$ cat config.mk
export PLATFORM = sky130hd
export DESIGN_NAME = char_lcd_shadow_buffer_refresh_unit_flat
export DESIGN_NICKNAME = d
export VERILOG_FILES = /design/src/design/clsb_pkg.sv /design/src/design/clsb_ifs.sv /design/src/design/clsb_ram.sv /design/src/design/clsb_store.sv /design/src/design/char_lcd_shadow_buffer_refresh_unit.sv /design/src/flat_wrapper.sv
export VERILOG_INCLUDE_DIRS = /design/src /design/src/design
export SDC_FILE = /design/constraint.sdc
export NUM_CORES = 2
export LEC_CHECK = 0
export BUFFER_PORTS_ARGS = -buffer_cell sky130_fd_sc_hd__buf_2
export CAP_MARGIN = 20
export CELL_PAD_IN_SITES_DETAIL_PLACEMENT = 0
export CELL_PAD_IN_SITES_GLOBAL_PLACEMENT = 1
export CORE_ASPECT_RATIO = 0.75
export CORE_MARGIN = 2
export CORE_UTILIZATION = 55
export DETAILED_ROUTE_END_ITERATION = 8
export GPL_ROUTABILITY_DRIVEN = 0
export MAX_ROUTING_LAYER = met4
export PLACE_DENSITY = 0.76
export SYNTH_ARGS = -nofsm -noshare
export SYNTH_HDL_FRONTEND = slang
export SYNTH_SLANG_ARGS = --single-unit
$ cat constraint.sdc
create_clock -name clock -period 9.42 [get_ports clock]
set_input_delay 0.942 -clock clock [delete_from_list [all_inputs] [get_ports clock]]
set_output_delay 0.942 -clock clock [all_outputs]
set_load 0.005 [all_outputs]
$ cat src/design/assert_macros.svh
// Assertion helpers shared by the RTL
`ifndef ASSERT_MACROS_SVH
`define ASSERT_MACROS_SVH

// Property must hold at every clock edge outside reset
`define CLSB_ASSERT(lbl, clk, rst, prop, msg) \
   lbl: assert property (@(posedge clk) disable iff (rst) (prop)) else $error(msg);

// Expression must never be true outside reset
`define CLSB_NEVER(lbl, clk, rst, expr, msg) \
   lbl: assert property (@(posedge clk) disable iff (rst) !(expr)) else $error(msg);

`endif

$ cat src/design/clsb_pkg.sv
`timescale 1ns / 1ps
package clsb_pkg;

   localparam int COLS_DEF    = 16;
   localparam int ROWS_DEF    = 2;
   localparam int ROW_STRIDE  = 64;
   localparam int STORE_DEPTH = 128;
   localparam int STORE_AW    = 7;
   localparam int MAX_RESULTS = 64;
   localparam int RES_AW      = 6;
   localparam int RES_CNT_W   = 7;

   localparam logic [7:0] SPACE_CHAR   = 8'h20;
   localparam logic [7:0] CR_CHAR      = 8'd13;
   localparam logic [7:0] LF_CHAR      = 8'd10;
   localparam logic [7:0] SET_ADDR_CMD = 8'h80;

   typedef enum logic [1:0] {
      MODE_WRITE   = 2'd0,
      MODE_CURSOR  = 2'd1,
      MODE_CLEAR   = 2'd2,
      MODE_REFRESH = 2'd3
   } mode_type;

   typedef struct packed {
      logic                en;
      logic [STORE_AW-1:0] addr;
      logic [7:0]          data;
   } store_wr_type;

endpackage

$ cat src/design/clsb_ifs.sv
`timescale 1ns / 1ps
interface clsb_req_if;
   logic       valid;
   logic       ready;
   logic [1:0] mode;
   logic [7:0] char_code;
   logic [7:0] column;
   logic [7:0] row_index;
   logic       lcd_busy;

   modport source (output valid, mode, char_code, column, row_index, lcd_busy, input ready);
   modport sink   (input valid, mode, char_code, column, row_index, lcd_busy, output ready);
endinterface

interface clsb_rsp_if;
   logic       valid;
   logic       ready;
   logic       op_valid;
   logic       is_data;
   logic [7:0] lcd_byte;
   logic       refresh_pending;
   logic [7:0] cursor_position;
   logic       last;

   modport source (output valid, op_valid, is_data, lcd_byte, refresh_pending,
                   cursor_position, last, input ready);
   modport sink   (input valid, op_valid, is_data, lcd_byte, refresh_pending,
                   cursor_position, last, output ready);
endinterface

$ cat src/design/clsb_ram.sv
`timescale 1ns / 1ps
module clsb_ram #(
   parameter int WIDTH = 8,
   parameter int DEPTH = 128
) (
   input  logic                     clock,
   input  logic                     wr_en,
   input  logic [$clog2(DEPTH)-1:0] wr_addr,
   input  logic [WIDTH-1:0]         wr_data,
   input  logic [$clog2(DEPTH)-1:0] rd_addr,
   output logic [WIDTH-1:0]         rd_data
);

   logic [WIDTH-1:0] mem_ff [DEPTH];
   logic [WIDTH-1:0] rd_data_ff;

   // write one word, read one word registered
   always_ff @(posedge clock) begin
      if (wr_en) begin
         mem_ff[wr_addr] <= wr_data;
      end
      rd_data_ff <= mem_ff[rd_addr];
   end

   assign rd_data = rd_data_ff;

endmodule

$ cat src/design/clsb_store.sv
`timescale 1ns / 1ps
module clsb_store import clsb_pkg::*; (
   input  logic                clock,
   input  logic                reset,
   input  store_wr_type        wr,
   input  logic [STORE_AW-1:0] rd_addr,
   output logic [7:0]          rd_data
);

   logic [STORE_DEPTH-1:0] vld_ff;
   logic                   rd_vld_ff;
   logic [7:0]             ram_q;

   clsb_ram #(.WIDTH(8), .DEPTH(STORE_DEPTH)) u_ram (
      .clock   (clock),
      .wr_en   (wr.en),
      .wr_addr (wr.addr),
      .wr_data (wr.data),
      .rd_addr (rd_addr),
      .rd_data (ram_q)
   );

   // track written cells; unwritten cells read as space
   always_ff @(posedge clock) begin
      if (reset) begin
         vld_ff    <= '0;
         rd_vld_ff <= 1'b0;
      end else begin
         if (wr.en) begin
            vld_ff[wr.addr] <= 1'b1;
         end
         rd_vld_ff <= vld_ff[rd_addr];
      end
   end

   assign rd_data = rd_vld_ff ? ram_q : SPACE_CHAR;

endmodule

$ cat src/design/char_lcd_shadow_buffer_refresh_unit.sv
`timescale 1ns / 1ps
// Character display front end with a text store and a shadow of the display.
// req_chan carries one command beat: write character, set cursor, clear, or
// refresh step. rsp_chan returns one or more display beats per command; the
// final beat has last set, and a command with no display work returns one
// beat with op_valid low. csr_wr_en/csr_wr_data set the defer_updates bit;
// the user must write it only while the block is idle; the block does not enforce this.
// One command is processed at a time: req_chan.ready is high only when the
// sequencer is idle. A plain character, and each cell that a newline or
// immediate clear touches, takes a store read, a compare and an optional
// data step; a deferred clear blanks one cell per cycle, set cursor reduces
// the column by repeated subtraction, and a refresh step reads and compares
// one cell per pass, all through the single store read port and compare
// unit. Result beats are queued in a 64-entry buffer, drained afterwards.
// A stalled receiver simply holds the drain; no beat is lost.
// Reset clears the cell valid bits at once, so both stores read as spaces
// with no clearing pass; cursor, display and refresh addresses return to 0.
module char_lcd_shadow_buffer_refresh_unit import clsb_pkg::*; #(
   parameter int COLS = COLS_DEF,
   parameter int ROWS = ROWS_DEF
) (
   input  logic          clock,
   input  logic          reset,
   clsb_req_if.sink      req_chan,
   clsb_rsp_if.source    rsp_chan,
   input  logic          csr_wr_en,
   input  logic          csr_wr_data
);

`include "assert_macros.svh"

   localparam int          CELLS     = ROWS * COLS;
   localparam int          CNT_W     = $clog2(CELLS);
   localparam int          ROWS_LAST = ROWS - 1;
   localparam logic [7:0]  SPAN_MASK = 8'(ROWS * ROW_STRIDE - 1);
   localparam logic [7:0]  STRIDE8   = 8'(ROW_STRIDE);
   localparam logic [7:0]  ROW_MASK  = 8'(256 - ROW_STRIDE);
   localparam logic [7:0]  COLS8     = 8'(COLS);

   typedef enum logic [3:0] {
      S_IDLE, S_MOD, S_FILL, S_PUT_RD, S_PUT_CMP, S_PUT_DATA, S_DCLR,
      S_REF_RD, S_REF_CMP, S_FINISH, S_DRAIN_RD, S_DRAIN_LD, S_WAIT_OUT
   } state_type;

   state_type            state_ff;
   logic                 defer_ff;
   logic [7:0]           cursor_ff;
   logic [7:0]           disp_ff;
   logic [STORE_AW-1:0]  ref_ff;
   logic                 retdef_ff;
   logic [7:0]           put_ch_ff;
   logic                 row_bit_ff;
   logic                 busy_ff;
   logic [7:0]           mod_ff;
   logic                 fill_ff;
   logic                 lf_ff;
   logic [STORE_AW-1:0]  scan_ff;
   logic [CNT_W-1:0]     cnt_ff;
   logic [RES_CNT_W-1:0] res_cnt_ff;
   logic [RES_AW-1:0]    rd_idx_ff;
   logic                 pending_ff;
   logic                 out_vld_ff;
   logic                 out_op_ff;
   logic                 out_data_ff;
   logic [7:0]           out_byte_ff;
   logic                 out_last_ff;

   store_wr_type         text_wr;
   store_wr_type         shown_wr;
   logic [STORE_AW-1:0]  shown_rd_addr;
   logic [7:0]           text_q;
   logic [7:0]           shown_q;
   logic                 res_wr_en;
   logic [8:0]           res_wr_data;
   logic [8:0]           res_q;

   logic                 put_diff;
   logic                 need_addr;
   logic                 room1;
   logic                 room2;
   logic                 ref_diff;
   logic                 ref_hit;
   logic [7:0]           cmd_put;
   logic [7:0]           cmd_ref;
   logic [7:0]           wc_cursor;
   logic                 req_fire;

   // start of the next row, wrapped over the address span
   function automatic logic [7:0] next_row(input logic [7:0] a);
      return ((a & ROW_MASK) + STRIDE8) & SPAN_MASK;
   endfunction

   // step the refresh address, skipping the gap past the last column
   function automatic logic [STORE_AW-1:0] adv_ref(input logic [STORE_AW-1:0] a);
      logic [7:0] b;
      b = {1'b0, a + 7'd1};
      if ({2'b0, b[5:0]} >= COLS8) begin
         b = next_row(b);
      end
      return b[STORE_AW-1:0];
   endfunction

   clsb_store u_text (
      .clock   (clock),
      .reset   (reset),
      .wr      (text_wr),
      .rd_addr (ref_ff),
      .rd_data (text_q)
   );

   clsb_store u_shown (
      .clock   (clock),
      .reset   (reset),
      .wr      (shown_wr),
      .rd_addr (shown_rd_addr),
      .rd_data (shown_q)
   );

   clsb_ram #(.WIDTH(9), .DEPTH(MAX_RESULTS)) u_res (
      .clock   (clock),
      .wr_en   (res_wr_en),
      .wr_addr (res_cnt_ff[RES_AW-1:0]),
      .wr_data (res_wr_data),
      .rd_addr (rd_idx_ff),
      .rd_data (res_q)
   );

   assign req_fire  = req_chan.valid && req_chan.ready;
   assign put_diff  = put_ch_ff != shown_q;
   assign need_addr = disp_ff != cursor_ff;
   assign room1     = res_cnt_ff <= RES_CNT_W'(MAX_RESULTS - 1);
   assign room2     = res_cnt_ff <= RES_CNT_W'(MAX_RESULTS - 2);
   assign ref_diff  = text_q != shown_q;
   assign ref_hit   = disp_ff == {1'b0, ref_ff};
   assign cmd_put   = SET_ADDR_CMD | (cursor_ff & SPAN_MASK);
   assign cmd_ref   = SET_ADDR_CMD | {1'b0, ref_ff};

   // cursor for a printable character: pending return, then column wrap
   always_comb begin
      wc_cursor = retdef_ff ? (cursor_ff & ROW_MASK) : cursor_ff;
      if ({2'b0, wc_cursor[5:0]} >= COLS8) begin
         wc_cursor = next_row(wc_cursor);
      end
   end

   // drive store and result buffer ports from the sequencer state
   always_comb begin
      text_wr       = '0;
      shown_wr      = '0;
      shown_rd_addr = ref_ff;
      res_wr_en     = 1'b0;
      res_wr_data   = '0;
      case (state_ff)
         S_PUT_RD: begin
            text_wr       = '{en: 1'b1, addr: cursor_ff[STORE_AW-1:0], data: put_ch_ff};
            shown_rd_addr = cursor_ff[STORE_AW-1:0];
         end
         S_PUT_CMP: begin
            if (!defer_ff && put_diff && need_addr && room2) begin
               res_wr_en   = 1'b1;
               res_wr_data = {1'b0, cmd_put};
            end
         end
         S_PUT_DATA: begin
            res_wr_en   = 1'b1;
            res_wr_data = {1'b1, put_ch_ff};
            shown_wr    = '{en: 1'b1, addr: cursor_ff[STORE_AW-1:0], data: put_ch_ff};
         end
         S_DCLR: begin
            text_wr = '{en: 1'b1, addr: scan_ff, data: SPACE_CHAR};
         end
         S_REF_CMP: begin
            if (ref_diff && !busy_ff) begin
               res_wr_en = 1'b1;
               if (ref_hit) begin
                  res_wr_data = {1'b1, text_q};
                  shown_wr    = '{en: 1'b1, addr: ref_ff, data: text_q};
               end else begin
                  res_wr_data = {1'b0, cmd_ref};
               end
            end
         end
         default: begin
         end
      endcase
   end

   // sequencer, architectural state and result register
   always_ff @(posedge clock) begin
      if (reset) begin
         state_ff   <= S_IDLE;
         defer_ff   <= 1'b0;
         cursor_ff  <= '0;
         disp_ff    <= '0;
         ref_ff     <= '0;
         retdef_ff  <= 1'b0;
         res_cnt_ff <= '0;
         pending_ff <= 1'b0;
         out_vld_ff <= 1'b0;
      end else begin
         if (csr_wr_en) begin
            defer_ff <= csr_wr_data;
         end
         if (res_wr_en) begin
            res_cnt_ff <= res_cnt_ff + RES_CNT_W'(1);
         end
         unique case (state_ff)
            S_IDLE: begin
               if (req_fire) begin
                  res_cnt_ff <= '0;
                  pending_ff <= 1'b0;
                  busy_ff    <= req_chan.lcd_busy;
                  mod_ff     <= req_chan.column;
                  row_bit_ff <= (ROWS > 1) ? req_chan.row_index[0] : 1'b0;
                  unique case (mode_type'(req_chan.mode))
                     MODE_WRITE: begin
                        if (req_chan.char_code == CR_CHAR) begin
                           retdef_ff <= 1'b1;
                           state_ff  <= S_FINISH;
                        end else if (req_chan.char_code == LF_CHAR) begin
                           retdef_ff <= 1'b0;
                           put_ch_ff <= SPACE_CHAR;
                           fill_ff   <= 1'b1;
                           lf_ff     <= 1'b1;
                           state_ff  <= S_FILL;
                        end else begin
                           retdef_ff <= 1'b0;
                           cursor_ff <= wc_cursor;
                           put_ch_ff <= req_chan.char_code;
                           fill_ff   <= 1'b0;
                           state_ff  <= S_PUT_RD;
                        end
                     end
                     MODE_CURSOR: begin
                        state_ff <= S_MOD;
                     end
                     MODE_CLEAR: begin
                        if (defer_ff) begin
                           scan_ff  <= '0;
                           state_ff <= S_DCLR;
                        end else begin
                           cursor_ff <= '0;
                           put_ch_ff <= SPACE_CHAR;
                           fill_ff   <= 1'b1;
                           lf_ff     <= 1'b0;
                           state_ff  <= S_FILL;
                        end
                     end
                     MODE_REFRESH: begin
                        cnt_ff   <= '0;
                        state_ff <= defer_ff ? S_REF_RD : S_FINISH;
                     end
                     default: state_ff <= S_FINISH;
                  endcase
               end
            end
            // reduce the column by repeated subtraction
            S_MOD: begin
               if (mod_ff >= COLS8) begin
                  mod_ff <= mod_ff - COLS8;
               end else begin
                  cursor_ff <= {2'b0, mod_ff[5:0]} | (row_bit_ff ? STRIDE8 : 8'd0);
                  state_ff  <= S_FINISH;
               end
            end
            // pad the current row, then move on
            S_FILL: begin
               if ({2'b0, cursor_ff[5:0]} < COLS8) begin
                  state_ff <= S_PUT_RD;
               end else if (lf_ff) begin
                  cursor_ff <= next_row(cursor_ff);
                  state_ff  <= S_FINISH;
               end else if (int'(cursor_ff[7:6]) < ROWS_LAST) begin
                  cursor_ff <= next_row(cursor_ff);
               end else begin
                  state_ff <= S_FINISH;
               end
            end
            S_PUT_RD: begin
               state_ff <= S_PUT_CMP;
            end
            S_PUT_CMP: begin
               if (!defer_ff && put_diff && need_addr && room2) begin
                  disp_ff  <= cursor_ff;
                  state_ff <= S_PUT_DATA;
               end else if (!defer_ff && put_diff && !need_addr && room1) begin
                  state_ff <= S_PUT_DATA;
               end else begin
                  cursor_ff <= cursor_ff + 8'd1;
                  state_ff  <= fill_ff ? S_FILL : S_FINISH;
               end
            end
            S_PUT_DATA: begin
               disp_ff   <= cursor_ff + 8'd1;
               cursor_ff <= cursor_ff + 8'd1;
               state_ff  <= fill_ff ? S_FILL : S_FINISH;
            end
            // blank the text store one cell per cycle
            S_DCLR: begin
               if ({2'b0, scan_ff[5:0]} == COLS8 - 8'd1) begin
                  if (int'(scan_ff[6]) < ROWS_LAST) begin
                     scan_ff <= STORE_AW'(ROW_STRIDE);
                  end else begin
                     state_ff <= S_FINISH;
                  end
               end else begin
                  scan_ff <= scan_ff + STORE_AW'(1);
               end
            end
            S_REF_RD: begin
               state_ff <= S_REF_CMP;
            end
            // compare one cell per pass; stop at the first difference
            S_REF_CMP: begin
               if (ref_diff) begin
                  pending_ff <= 1'b1;
                  state_ff   <= S_FINISH;
                  if (!busy_ff) begin
                     if (ref_hit) begin
                        disp_ff <= disp_ff + 8'd1;
                        ref_ff  <= adv_ref(ref_ff);
                     end else begin
                        disp_ff <= {1'b0, ref_ff};
                     end
                  end
               end else if (cnt_ff == CNT_W'(CELLS - 1)) begin
                  ref_ff   <= '0;
                  state_ff <= S_FINISH;
               end else begin
                  ref_ff   <= adv_ref(ref_ff);
                  cnt_ff   <= cnt_ff + CNT_W'(1);
                  state_ff <= S_REF_RD;
               end
            end
            S_FINISH: begin
               rd_idx_ff <= '0;
               if (res_cnt_ff == '0) begin
                  out_op_ff   <= 1'b0;
                  out_data_ff <= 1'b0;
                  out_byte_ff <= '0;
                  out_last_ff <= 1'b1;
                  out_vld_ff  <= 1'b1;
                  state_ff    <= S_WAIT_OUT;
               end else begin
                  state_ff <= S_DRAIN_RD;
               end
            end
            S_DRAIN_RD: begin
               state_ff <= S_DRAIN_LD;
            end
            S_DRAIN_LD: begin
               out_op_ff   <= 1'b1;
               out_data_ff <= res_q[8];
               out_byte_ff <= res_q[7:0];
               out_last_ff <= {1'b0, rd_idx_ff} == res_cnt_ff - RES_CNT_W'(1);
               out_vld_ff  <= 1'b1;
               state_ff    <= S_WAIT_OUT;
            end
            // hold the beat until taken
            S_WAIT_OUT: begin
               if (rsp_chan.ready) begin
                  out_vld_ff <= 1'b0;
                  rd_idx_ff  <= rd_idx_ff + RES_AW'(1);
                  state_ff   <= out_last_ff ? S_IDLE : S_DRAIN_RD;
               end
            end
            default: state_ff <= S_IDLE;
         endcase
      end
   end

   assign req_chan.ready           = state_ff == S_IDLE;
   assign rsp_chan.valid           = out_vld_ff;
   assign rsp_chan.op_valid        = out_op_ff;
   assign rsp_chan.is_data         = out_data_ff;
   assign rsp_chan.lcd_byte        = out_byte_ff;
   assign rsp_chan.refresh_pending = pending_ff;
   assign rsp_chan.cursor_position = cursor_ff;
   assign rsp_chan.last            = out_last_ff;

   `CLSB_NEVER(a_no_overlap, clock, reset, req_chan.ready && rsp_chan.valid, "accept during drain")
   `CLSB_ASSERT(a_res_bound, clock, reset, res_cnt_ff <= RES_CNT_W'(MAX_RESULTS), "result overflow")
   `CLSB_NEVER(a_imm_pending, clock, reset, rsp_chan.valid && !defer_ff && rsp_chan.refresh_pending, "pending in immediate mode")
   `CLSB_NEVER(a_cursor_range, clock, reset, cursor_ff[7], "cursor out of store")

endmodule

$ cat src/flat_wrapper.sv
// flat-port wrapper written by rule: the top's interface ports become plain ports
module char_lcd_shadow_buffer_refresh_unit_flat import clsb_pkg::*;
#(
   parameter int COLS = COLS_DEF,
   parameter int ROWS = ROWS_DEF
)
  (clock, reset, csr_wr_en, csr_wr_data, req_chan_valid, req_chan_mode, req_chan_char_code, req_chan_column, req_chan_row_index, req_chan_lcd_busy, req_chan_ready, rsp_chan_valid, rsp_chan_op_valid, rsp_chan_is_data, rsp_chan_lcd_byte, rsp_chan_refresh_pending, rsp_chan_cursor_position, rsp_chan_last, rsp_chan_ready);
  clsb_req_if req_chan_i ();
  clsb_rsp_if rsp_chan_i ();
  input  logic clock;
  input  logic reset;
  input  logic csr_wr_en;
  input  logic csr_wr_data;
  input wire logic [$bits(req_chan_i.valid)-1:0] req_chan_valid;
  input wire logic [$bits(req_chan_i.mode)-1:0] req_chan_mode;
  input wire logic [$bits(req_chan_i.char_code)-1:0] req_chan_char_code;
  input wire logic [$bits(req_chan_i.column)-1:0] req_chan_column;
  input wire logic [$bits(req_chan_i.row_index)-1:0] req_chan_row_index;
  input wire logic [$bits(req_chan_i.lcd_busy)-1:0] req_chan_lcd_busy;
  output wire logic [$bits(req_chan_i.ready)-1:0] req_chan_ready;
  output wire logic [$bits(rsp_chan_i.valid)-1:0] rsp_chan_valid;
  output wire logic [$bits(rsp_chan_i.op_valid)-1:0] rsp_chan_op_valid;
  output wire logic [$bits(rsp_chan_i.is_data)-1:0] rsp_chan_is_data;
  output wire logic [$bits(rsp_chan_i.lcd_byte)-1:0] rsp_chan_lcd_byte;
  output wire logic [$bits(rsp_chan_i.refresh_pending)-1:0] rsp_chan_refresh_pending;
  output wire logic [$bits(rsp_chan_i.cursor_position)-1:0] rsp_chan_cursor_position;
  output wire logic [$bits(rsp_chan_i.last)-1:0] rsp_chan_last;
  input wire logic [$bits(rsp_chan_i.ready)-1:0] rsp_chan_ready;
  assign req_chan_i.valid = req_chan_valid;
  assign req_chan_i.mode = req_chan_mode;
  assign req_chan_i.char_code = req_chan_char_code;
  assign req_chan_i.column = req_chan_column;
  assign req_chan_i.row_index = req_chan_row_index;
  assign req_chan_i.lcd_busy = req_chan_lcd_busy;
  assign req_chan_ready = req_chan_i.ready;
  assign rsp_chan_valid = rsp_chan_i.valid;
  assign rsp_chan_op_valid = rsp_chan_i.op_valid;
  assign rsp_chan_is_data = rsp_chan_i.is_data;
  assign rsp_chan_lcd_byte = rsp_chan_i.lcd_byte;
  assign rsp_chan_refresh_pending = rsp_chan_i.refresh_pending;
  assign rsp_chan_cursor_position = rsp_chan_i.cursor_position;
  assign rsp_chan_last = rsp_chan_i.last;
  assign rsp_chan_i.ready = rsp_chan_ready;
  char_lcd_shadow_buffer_refresh_unit #(.COLS(COLS), .ROWS(ROWS)) u_core (.clock(clock), .reset(reset), .req_chan(req_chan_i), .rsp_chan(rsp_chan_i), .csr_wr_en(csr_wr_en), .csr_wr_data(csr_wr_data));
endmodule
== Word-level counts from Yosys, hierarchy flattened ==
Memories as Yosys holds them, arrays and structs flattened. A register that Yosys moved wholly into a read port is not among the register bits.
Index checks and enable logic that the tools add are counted.
Word-level totals
  register bits: 345
  memory bits (writable): 2624
  bits of input ports: 33
  output and inout port bits: 22
  word-level logic and storage cells: 270
  memories kept: 3
Memories
  u_core.u_shown.u_ram.mem_ff: depth 128, width 8, rd ports 1, clocked after memory_dff 1, wr ports 1, RTL line clsb_ram.sv:14  | logic [WIDTH-1:0] mem_ff [DEPTH];
  u_core.u_text.u_ram.mem_ff: depth 128, width 8, rd ports 1, clocked after memory_dff 1, wr ports 1, RTL line clsb_ram.sv:14
  u_core.u_res.mem_ff: depth 64, width 9, rd ports 1, clocked after memory_dff 1, wr ports 1, RTL line clsb_ram.sv:14
Cells by class
  add/subtract/negate cells: 12
  magnitude comparators: 14
  equality and inequality tests: 54
  mux-type cells: 118
  bitwise operators: 4
  reduce and logical (&&, ||, !) cells: 39
Operators with widths (count)
  $or 128x128->128: 2
  $mux 8: 24
  $mux 7: 15
  $mux 4: 16
  $pmux 16 s2: 2
  $pmux 8 s2: 4
  $pmux 4 s13: 1
  $pmux 8 s5: 1
  $ne 2x2->1 const B: 17
  $lt 7x8->1 const B: 4
  $mux 16: 2
  $pmux 9 s3: 1
  $mux 1: 25
  $ne 8x8->1: 3
  $pmux 8 s3: 1
  $reduce_and 6->1: 4
  $add 7x1->7 const B: 3
  $add 7x7->7 const B: 3
  $reduce_and 3->1: 7
  $eq 4x4->1 const B: 5
  $mux 5: 4
  $mux 9: 2
  $add 8x1->8 const B: 2
  $eq 4x3->1 const B: 4
  other kinds (47): 89

== Depth between registers and ports, before layout ==
  depth in word-level cells: 10
  depth in mapped cells: 14
  depth with buffers taken out: 10

== Hierarchy ==
A second synthesis with hierarchy kept.
Second synthesis, totals
  cell total of the unflattened synthesis: 6213
  area total of the unflattened synthesis: 118817.7 µm²
Modules (own cells, without submodules)
  clsb_ram (u_core.u_shown.u_ram ...): instances 2, cells an instance 1635, area an instance 39665.5 µm², sequential area each 30909.6 µm²
  clsb_ram (u_core.u_res): instances 1, cells an instance 1071, area an instance 22649.2 µm², sequential area each 17476.8 µm²
  char_lcd_shadow_buffer_refresh_unit: instances 1, cells an instance 721, area an instance 6195.9 µm², sequential area each 2232.1 µm²
  clsb_store (u_core.u_shown): instances 1, cells an instance 576, area an instance 5322.6 µm², sequential area each 2582.5 µm²
  clsb_store (u_core.u_text): instances 1, cells an instance 575, area an instance 5318.9 µm², sequential area each 2582.5 µm²

== Least setup slack after synthesis ==
Ideal clock, no wire load.
  path type: reg2reg
  from: register u_core.ref_ff[6]
  to: memory u_core.u_shown.u_ram.mem_ff[0][5] (data pin)
  library setup time: 1.197 ns
  data arrival time: 6.571 ns
  data required time: 8.223 ns
  slack: 1.653 ns
  cell stages (with the launch flop): 8
  path buffers: 2
  period minus slack after synthesis: 7.767 ns
  path through: dfxtp_1 > buf_2 > xor2_1 > nor4_1 > and3b_1 > buf_2 > nand2_1 > o21ai_0
RTL lines
  start, declared: RTL line char_lcd_shadow_buffer_refresh_unit.sv:49  | logic [STORE_AW-1:0] ref_ff;
  start signal, assigned: RTL line char_lcd_shadow_buffer_refresh_unit.sv:321  | ref_ff <= adv_ref(ref_ff);
  start signal, assigned: RTL line char_lcd_shadow_buffer_refresh_unit.sv:330  | ref_ff <= adv_ref(ref_ff);
  end, declared: RTL line clsb_ram.sv:14

== Worst setup path after layout ==
  from: register u_core.state_ff[0]
  to: register u_core.u_shown.u_ram.rd_data_ff[4] (netlist: u_core.u_shown.u_ram.rd_data[4]) (read register of u_core.u_shown.u_ram.mem_ff)
Between the ends
  cells in the longest elaborated chain, start to end: 2
RTL lines
  start, declared: RTL line char_lcd_shadow_buffer_refresh_unit.sv:45  | state_type state_ff;
  start signal, assigned: RTL line char_lcd_shadow_buffer_refresh_unit.sv:251  | state_ff <= defer_ff ? S_REF_RD : S_FINISH;
  start signal, assigned: RTL line char_lcd_shadow_buffer_refresh_unit.sv:290  | state_ff <= fill_ff ? S_FILL : S_FINISH;
  start signal, assigned: RTL line char_lcd_shadow_buffer_refresh_unit.sv:296  | state_ff <= fill_ff ? S_FILL : S_FINISH;
  $eq 4x2->1: RTL line char_lcd_shadow_buffer_refresh_unit.sv:153  | case (state_ff)
  $mux 7: RTL line char_lcd_shadow_buffer_refresh_unit.sv:153
  end, declared: RTL line clsb_ram.sv:15  | logic [WIDTH-1:0] rd_data_ff;
Every way passes these cells.
A chain may end at the register's enable or synchronous reset.

==> results.cfg <==
[clock_network]
post-cts-setup-buffer-count = 0
cts_resized = 0
path_clk_slew_ns = 0.06
cts_hold_buf = 0
cts_sinks = 2994
htreeDepth = 5
numCtsBuffers = 289
cts_tree = yes
cts-root-buf = clkbuf_16
clkLatencyLatePin_ns = 0.87
cts_max_path_buffers = 4

[worst_setup_path]
path_buf_inv = 3
cp-end-kind = flip-flop
critical_path.most_common_cell = buf_4
path_depth = 10
crit_chain = and4bb_2 -> buf_4 -> mux2_8 -> buf_4 -> buf_4 -> mux4_2 -> a22oi_1 -> nand2_1 -> nor4_1 -> nand4b_1
worst_ep_arrival_time_ns = 6.31
cp_max_fo = 58
crit_required_ns = 10.13
crit_family = buffers and inverters
max_stage_delay_ns = 0.84
start_kind = flip-flop
crit_path_top_delay_cell = dfxtp_1
worstSetupStartpoint = u_core.state_ff[0]$_SDFFE_PP0P_
crit-reg2reg-launch = u_core.state_ff[0]$_SDFFE_PP0P_
worst-setup-path-type = flip-flop to flip-flop
r2r_cells = 10

[synthesis]
synth_top_area_share_pct = 68.0
yosysWarnings = 0
synth_edf_count = 2673
synth_area_leaders = edfxtp_1 (68%), mux4_2 (14%), dfxtp_1 (5.4%), nor2_1 (2.3%), nand2_1 (1.9%)
syn_area_um2 = 118000
synth.distinct_cells = 81
yosys.area.top_type = edfxtp_1
synth-async-reset-ratio_pct = 0
ys_ff_latch = 2994
synth_seq_area_share_pct = 73.5
syn_avg_cell_area_um2 = 17.6
synth_ff_type = edfxtp_1
syn_nets = 6759
synth_cells = 6713

[global_route]
antenna_found_initial = 17
grt_max_degree = 128
grt_pass1_vias = 60942
globalRouteTotalUtil_pct = 27.8
grt_most_used_layer = met1
grt_overflow = 0
grtUsageMet1_pct = 43.8
grt_pass1_wl_um = 430000
met3_usage_pct = 5.11
grtUsageMet2_pct = 37.9

[drt]
drtPass1Iterations = 6
remaining_drc_errors = 0
vias = 64043
wirelength_um = 295000
antenna_left = 0
first_iter_violations = 8629
wl_per_cell_um = 29.9
viasPerCell = 6.48

[sta]
hold_slack_ns = 0.362
tightest_slew_ns = 1.27
tns_ns = 0
period_needed_ns = 5.59
hold_viol_final = 0
slew_headroom_pct = 14.8
post-route-period-util_pct = 59.4
setup_violations = 0
slew_violations = 0
setup_ws_ns = 3.83
skew_ns = 0.0531
fmax_mhz = 179
rsz0062_at_grt = false

[layout]
fill_cells = 15148
postLayoutCoreUtil_pct = 61.4
fin_nets = 6867
drive_gt1_share_pct = 20.5
area_growth_pct = 11.1
final_cell_area_um2 = 131000

[floorplanning]
die-area_um2 = 218000
die_h_um = 405
core_area_um2 = 214000
die_w_um = 539
start_util_pct = 55.2
ios = 55
row_count = 147

[outcome]
status = finished clean

[place]
placed_area_um2 = 122000
dp_hpwl_um = 179000
dp_slack_ns = 3.87
io_buffers = 47

[hold_path]
worst_hold_path.num_cells = 1
hp-class = primary input to flip-flop
hold_start = req_chan_row_index[0]

[pwr]
cellPowerDensity_nw_per_um2 = 227
p_leak_nw = 39.7
irDropWorstVdd_uv = 179

[flow_run]
max_cap_viol_count = 0
==> Yosys cell counts, drive strengths merged, types with 32 or more instances <==
library cell,n
edfxtp,2673
nor2,719
mux4,714
nand2,610
dfxtp,321
nand3,255
buf,204
clkbuf,198
a21oi,103
o21ai,79
a31oi,66
o21a,66
mux2i,53
a22oi,48
inv,45
nor4,44
nand4,41
nand2b,34
xnor2,33
nor3,32
==> stage by stage <==
| step | cells | total power [W] |
|---|---|---|
| 2_1_floorplan | 6713 | 0.0175 |
| 3_3_place_gp | 9323 | 0.0186 |
| 3_5_place_dp | 9342 | 0.0186 |
| 4_1_cts | 9862 | 0.0299 |
| 5_1_grt | 9884 | 0.0307 |
| 6_report | 9887 | 0.0298 |
==> layout by cell type, fill, tap and decap left out, types with 25 or more instances in the layout <==
cell type and count:
buf_2 48, xnor2_1 33, clkbuf_1 68, mux2i_1 49
inv_1 44, mux4_2 714, nand2_1 599, clkinv_1 53
nand4_1 41, clkinv_2 39, o21ai_0 74, nand3_1 253
o21a_1 66, a22oi_1 48, buf_4 150, clkbuf_16 302
nand2b_1 33, dfxtp_1 316, a31oi_1 66, nor3_1 29
edfxtp_1 2673, nor2_1 711, and2_1 25, a21oi_1 103
==> worst register-to-register path, stage by stage (launching register included) <==
cell	delay, ns
dfxtp_1	0.84
and4bb_2	0.35
buf_4	0.43
mux2_8	0.59
buf_4	0.60
buf_4	0.79
mux4_2	0.48
a22oi_1	0.32
nand2_1	0.20
nor4_1	0.69
nand4b_1	0.17
==> sequential cells by signal, summed over array words and instances, names as in the netlist, 4 cells and up <==
name,flops
u_core.ref_ff,7
u_core.u_shown.u_ram.rd_data,8
u_core.u_res.rd_data,9
u_core.scan_ff,7
u_core.u_text.u_ram.mem_ff,1024
u_core.rsp_chan.lcd_byte,8
u_core.mod_ff,8
u_core.put_ch_ff,8
u_core.cnt_ff,5
u_core.rd_idx_ff,6
u_core.u_text.u_ram.rd_data,8
u_core.u_text.vld_ff,128
u_core.u_shown.vld_ff,128
u_core.res_cnt_ff,7
u_core.state_ff,4
u_core.u_res.mem_ff,576
u_core.disp_ff,8
u_core.u_shown.u_ram.mem_ff,1024
u_core.rsp_chan.cursor_position,8
==> logic make-up (layout without fill, tap and decap cells) <==
| family | after synthesis | in the layout | share of synthesized area (%) |
|---|---|---|---|
| multiplexers | 773 | 773 | 14.1 |
| AO/OA/AOI/OAI | 560 | 560 | 3.29 |
| buffers and inverters | 447 | 784 | 1.67 |
| XOR/XNOR | 55 | 55 | 0.408 |
| AND/OR/NAND/NOR | 1871 | 1871 | 6.89 |
| flip-flops | 2994 | 2994 | 73.5 |
| adder cells (fa/ha/maj) | 13 | 13 | 0.138 |
| other | 0 | 6 | 0 |
==> final timing paths <==
kind	slack [ns]	end
worst max-delay path	3.83	u_core.u_shown.u_ram.rd_data[4]$_DFF_P_
worst min-delay path	0.36	u_core.row_bit_ff$_DFFE_PP_
worst min register to register	0.46	u_core.u_text.vld_ff[122]$_SDFFE_PP0P_
worst max register to register	3.83	u_core.u_shown.u_ram.rd_data[4]$_DFF_P_
==> per-layer routing <==
| layer | wire (um) | up-vias |
|---|---|---|
| met2 | 128000 | 3267 |
| met4 | 6830 | 0 |
| li1 | - | 26789 |
| met1 | 130000 | 33536 |
| met5 | 0 | - |
| met3 | 29700 | 451 |
==> where the power goes <==
part           switching [W]  internal (W)
Combinational        0.00222       0.00127
Sequential          0.000171        0.0147
Clock                0.00494       0.00652
Total                0.00733        0.0225
==> area by class of cell <==
cell class / instances / area (um^2) / share of cell area [%]
tap: 2831 / 3540 / 2.70
sequential: 2994 / 86700 / 66.1
multi-input combinational: 3272 / 29800 / 22.7
timing repair buffer: 219 / 1660 / 1.27
inverter: 45 / 171 / 0.131
clock inverter: 137 / 1250 / 0.954
antenna: 6 / 15.0 / 0.0114
clock buffer: 383 / 7990 / 6.09
Note: power is estimated with default switching activity, not from simulation.
